File: src/rtl/asl_pkg.sv
`default_nettype none
// ----------------------------------------------------------------------------
// asl_pkg: shared types and constants
// Command codes, status codes and table sizing for the symbol layout table.
// ----------------------------------------------------------------------------
package asl_pkg;

	localparam int MaxSymbols = 64;
	localparam int IdxW = $clog2(MaxSymbols);
	localparam int CntW = $clog2(MaxSymbols + 1);

	localparam logic [2:0] CMD_ADD    = 3'd0;
	localparam logic [2:0] CMD_UPDATE = 3'd1;
	localparam logic [2:0] CMD_DELETE = 3'd2;
	localparam logic [2:0] CMD_XCHG   = 3'd3;
	localparam logic [2:0] CMD_ADDR   = 3'd4;
	localparam logic [2:0] CMD_SIZE   = 3'd5;
	localparam logic [2:0] CMD_SECT   = 3'd6;

	localparam logic [1:0] ST_DONE    = 2'd0;
	localparam logic [1:0] ST_MISSING = 2'd1;
	localparam logic [1:0] ST_FULL    = 2'd2;

	// one table entry
	typedef struct packed {
		logic [31:0] id;
		logic [12:0] align;
		logic [23:0] size;
	} entry_t;

	// round up v to alignment a, zero alignment acts as one
	function automatic logic [31:0] round_up(input logic [31:0] v, input logic [12:0] a);
		logic [31:0] m;
		m = (a == 13'd0) ? 32'd0 : {19'd0, a - 13'd1};
		return (v + m) & ~m;
	endfunction

endpackage
`default_nettype wire

File: src/rtl/asl_table_ram.sv
`default_nettype none
// ----------------------------------------------------------------------------
// asl_table_ram: entry storage
// Single write port, single read port with registered read data.
// ----------------------------------------------------------------------------
module asl_table_ram (
	input  wire                        clk,
	input  wire                        we,
	input  wire  [asl_pkg::IdxW-1:0]   waddr,
	input  asl_pkg::entry_t            wdata,
	input  wire  [asl_pkg::IdxW-1:0]   raddr,
	output asl_pkg::entry_t            rdata
);
	import asl_pkg::*;

	entry_t mem_q [MaxSymbols];

	// write port
	always_ff @(posedge clk) begin
		if (we) begin
			mem_q[waddr] <= wdata;
		end
	end

	// registered read
	always_ff @(posedge clk) begin
		rdata <= mem_q[raddr];
	end

endmodule
`default_nettype wire
File: config.mk
export PLATFORM = sky130hd
export DESIGN_NAME = asl_table_ram
export DESIGN_NICKNAME = d
export VERILOG_FILES = /design/src/rtl/asl_pkg.sv /design/src/rtl/asl_table_ram.sv
export SDC_FILE = /design/constraint.sdc
export NUM_CORES = 2
export LEC_CHECK = 0
export BUFFER_PORTS_ARGS = -buffer_cell sky130_fd_sc_hd__buf_2
export CORE_MARGIN = 10
export CORE_UTILIZATION = 60
export DETAILED_ROUTE_END_ITERATION = 8
export GPL_TIMING_DRIVEN = 1
export PLACE_DENSITY = 0.81
export SYNTH_ARGS = -nofsm -noshare
export SYNTH_HDL_FRONTEND = slang
export SYNTH_MEMORY_MAX_BITS = 65536
export SYNTH_SLANG_ARGS = --single-unit
export TNS_END_PERCENT = 10
File: constraint.sdc
create_clock -name clk -period 22.5 [get_ports clk]
set_input_delay 4.5 -clock clk [delete_from_list [all_inputs] [get_ports clk]]
set_output_delay 4.5 -clock clk [all_outputs]
set_load 0.1 [all_outputs]
==> metrics.txt <==
clock-pin slew on the worst setup and hold paths=70 ps; hold-fix buffers at CTS=0; share of cells above drive strength 1=27.7%; Via-to-Cell Ratio=7.85; worst-margin pin slew=1460 ps; DRT Pass-1 Iters=8; Routed WL=around 540 mm; Tcrit/Tclk final=41.1%; DRC Markers=0; clk_skew=49.5 ps; Cell Pwr Density=slightly above 90 mW/mm^2; Arr. time, crit path=10080 ps; Synth Register Bits=4485; max cap viols=0; nets@finish=7476; DR vias=~90000; Post-synth EDFFs=4416; Layout area overhead=11.6%; outcome=finished, final reports clean; global route overflow=0; post-CTS setup buffers=0; Hold Vio Cnt, Final=0; syn_nets=7088; Mapped Area=0.168 mm^2; DIE AREA=0.301 mm^2; Finish-stage setup viols=0; RD Place Congestion=~0.8; CTS tree=done; Async SR Flop Fraction=0%; CP Capture Type=flop; largest net degree at the start of global routing=136; initial antenna violation count=63; reg2reg end=rdata[56]$_DFF_P_; FP Rows=194; deepest clock path buffer count=4; post-synth top area cell=edfxtp_1; setup TNS=0 ps; Worst Path Max Fanout=between 90 and 100; Worst setup SP type=input pin; Post-Layout Cell Count=about 12000; Setup crit start=raddr[0]; CP endpoint=rdata[38]$_DFF_P_; Post-DP HPWL=240 mm; final core occ=67.2%; CTS-repair resized insts=0; placed cell count=10700; DRT iter0 DRCs=19600; num ports=152; setup slack after layout=13250 ps; minimum clock period after layout=9250 ps; DR WL/cell=47.3 um; WP data required=23340 ps; RSZ-0062 raised after global routing=no; H-tree depth=5; maximum clock rate=0.108 GHz; chip height=roughly 550 um; Die Wd=549 um; RR Startpoint=mem_q[7][56]$_DFFE_PP_; vias in the first global route=90700; global-route wire length before repair=745 mm; Placement Setup Slack=~12000 ps; Pins Over Slew Limit=0; share of Yosys cell area claimed by the top area cell type=a little under 80%; register area share after synthesis=79.8%; top cells by area in the synthesized netlist=edfxtp_1 79%, mux4_2 15%, a22oi_1 1.2%; Rel. slew slack=~2.7%; HP Class=flop to flop; synth warn=0; port bufs=roughly 150; post-synthesis cell count=~7000; FF-to-FF setup slack=20460 ps; leakage power=58.1 nW; ys flop type=edfxtp_1; clk_lat worst skew=between 900 and 1000 ps; fillers=15200; area of the core=about 0.28 mm^2; cts bufs inserted=415; post-route ant nets=0; Synth cell types=28; Sink Count=4485; worst setup path category=input pin to flop; Mapped Avg Cell Area=24.0 um^2; Root Driver=clkbuf_16; Initial Utilization=60.2%; worst vdd rail ir drop=between 0.00006 and 0.00007 V; total track usage=a little over a third; cells on worst reg2reg path=4
placed cells by master, fill, tap and decap left out, types with 27 or more instances in the layout:
cell type	instances
mux2i_1	105
buf_4	216
clkinv_2	56
nor2_1	53
o221ai_1	51
clkinv_1	89
nor2_4	64
diode_2	52
buf_2	147
o211a_1	69
a22oi_1	276
nand3b_1	27
edfxtp_1	4416
bufinv_16	42
dfxtp_1	69
clkbuf_1	87
a211oi_1	69
clkbuf_16	420
mux4_2	1104
o22ai_1	138
nand3_1	120
registers in the layout (all words and copies together), names as in the netlist:
name and cells:
mem_q 4416, rdata 69
final cells by class:
type,instances,area (um^2),share of cell area (%)
sequential,4485,134000,71.5
antenna,52,130,0.0694
multi-input combinational,2120,32600,17.4
clock buffer,524,11100,5.91
timing repair buffer,371,2510,1.34
tap,3724,4660,2.49
clock inverter,234,2450,1.31
through the flow:
step                power, W  instance area (um^2)  hold slack (ps)
floorplan             0.0100                168000              780
global placement      0.0103                174000              810
finish                0.0174                187000              854
global route          0.0177                187000              882
CTS                   0.0174                187000              855
detailed placement    0.0104                174000              817
synthesized netlist by cell type, drive strengths merged (9+ instances only):
cell type / number
buf: 257
clkbuf: 143
nor2: 117
mux4: 1104
o22ai: 138
a211oi: 69
o221ai: 51
a22oi: 276
nor2b: 9
edfxtp: 4416
nand3b: 27
dfxtp: 69
o211a: 69
nand3: 121
mux2i: 105
nand2b: 9
kinds of logic (layout without fill, tap and decap cells):
| logic type | after synthesis | in the layout | synth area share (%) |
|---|---|---|---|
| buffers and inverters | 400 | 1129 | 1.14 |
| flip-flops | 4485 | 4485 | 79.8 |
| multiplexers | 1209 | 1209 | 15.4 |
| other | 0 | 52 | 0 |
| AND/OR/NAND/NOR | 308 | 308 | 0.897 |
| AO/OA/AOI/OAI | 603 | 603 | 2.73 |
critical path, stage by stage:
cell,delay (ps)
buf_12,450
buf_4,850
buf_4,910
buf_4,940
buf_4,740
mux4_2,600
a22oi_1,280
nand3_1,200
o211a_1,200
metal layers:
layer	up-vias	GRT usage, %	part of all wire [%]
met5	-	0.0633	0.056
met4	42	24.2	8.5
met3	2769	13.2	18
met2	10900	53.3	45
met1	45400	44.4	28
li1	31200	-	-
report_power, final:
group / total (W) / switching [W] / internal [W] / leakage, nW
sequential: 0.00929 / 0.0000446 / 0.00925 / 40.3
combinational: 0.000939 / 0.000661 / 0.000278 / 11.3
clock: 0.00721 / 0.00323 / 0.00398 / 6.54
total: 0.0174 / 0.00394 / 0.0135 / 58.1
worst min path at each step:
stage,startpoint,end,slack [ps],cells past startpoint
global route,mem_q[20][49]$_DFFE_PP_,rdata[49]$_DFF_P_,880,4
detailed placement,mem_q[31][28]$_DFFE_PP_,rdata[28]$_DFF_P_,820,4
CTS,mem_q[23][38]$_DFFE_PP_,rdata[38]$_DFF_P_,850,4
floorplan,mem_q[46][1]$_DFFE_PP_,rdata[1]$_DFF_P_,780,4
finish,mem_q[20][49]$_DFFE_PP_,rdata[49]$_DFF_P_,850,4
global placement,mem_q[23][29]$_DFFE_PP_,rdata[29]$_DFF_P_,810,4
No activity file was read; power rests on OpenSTA's default activity.
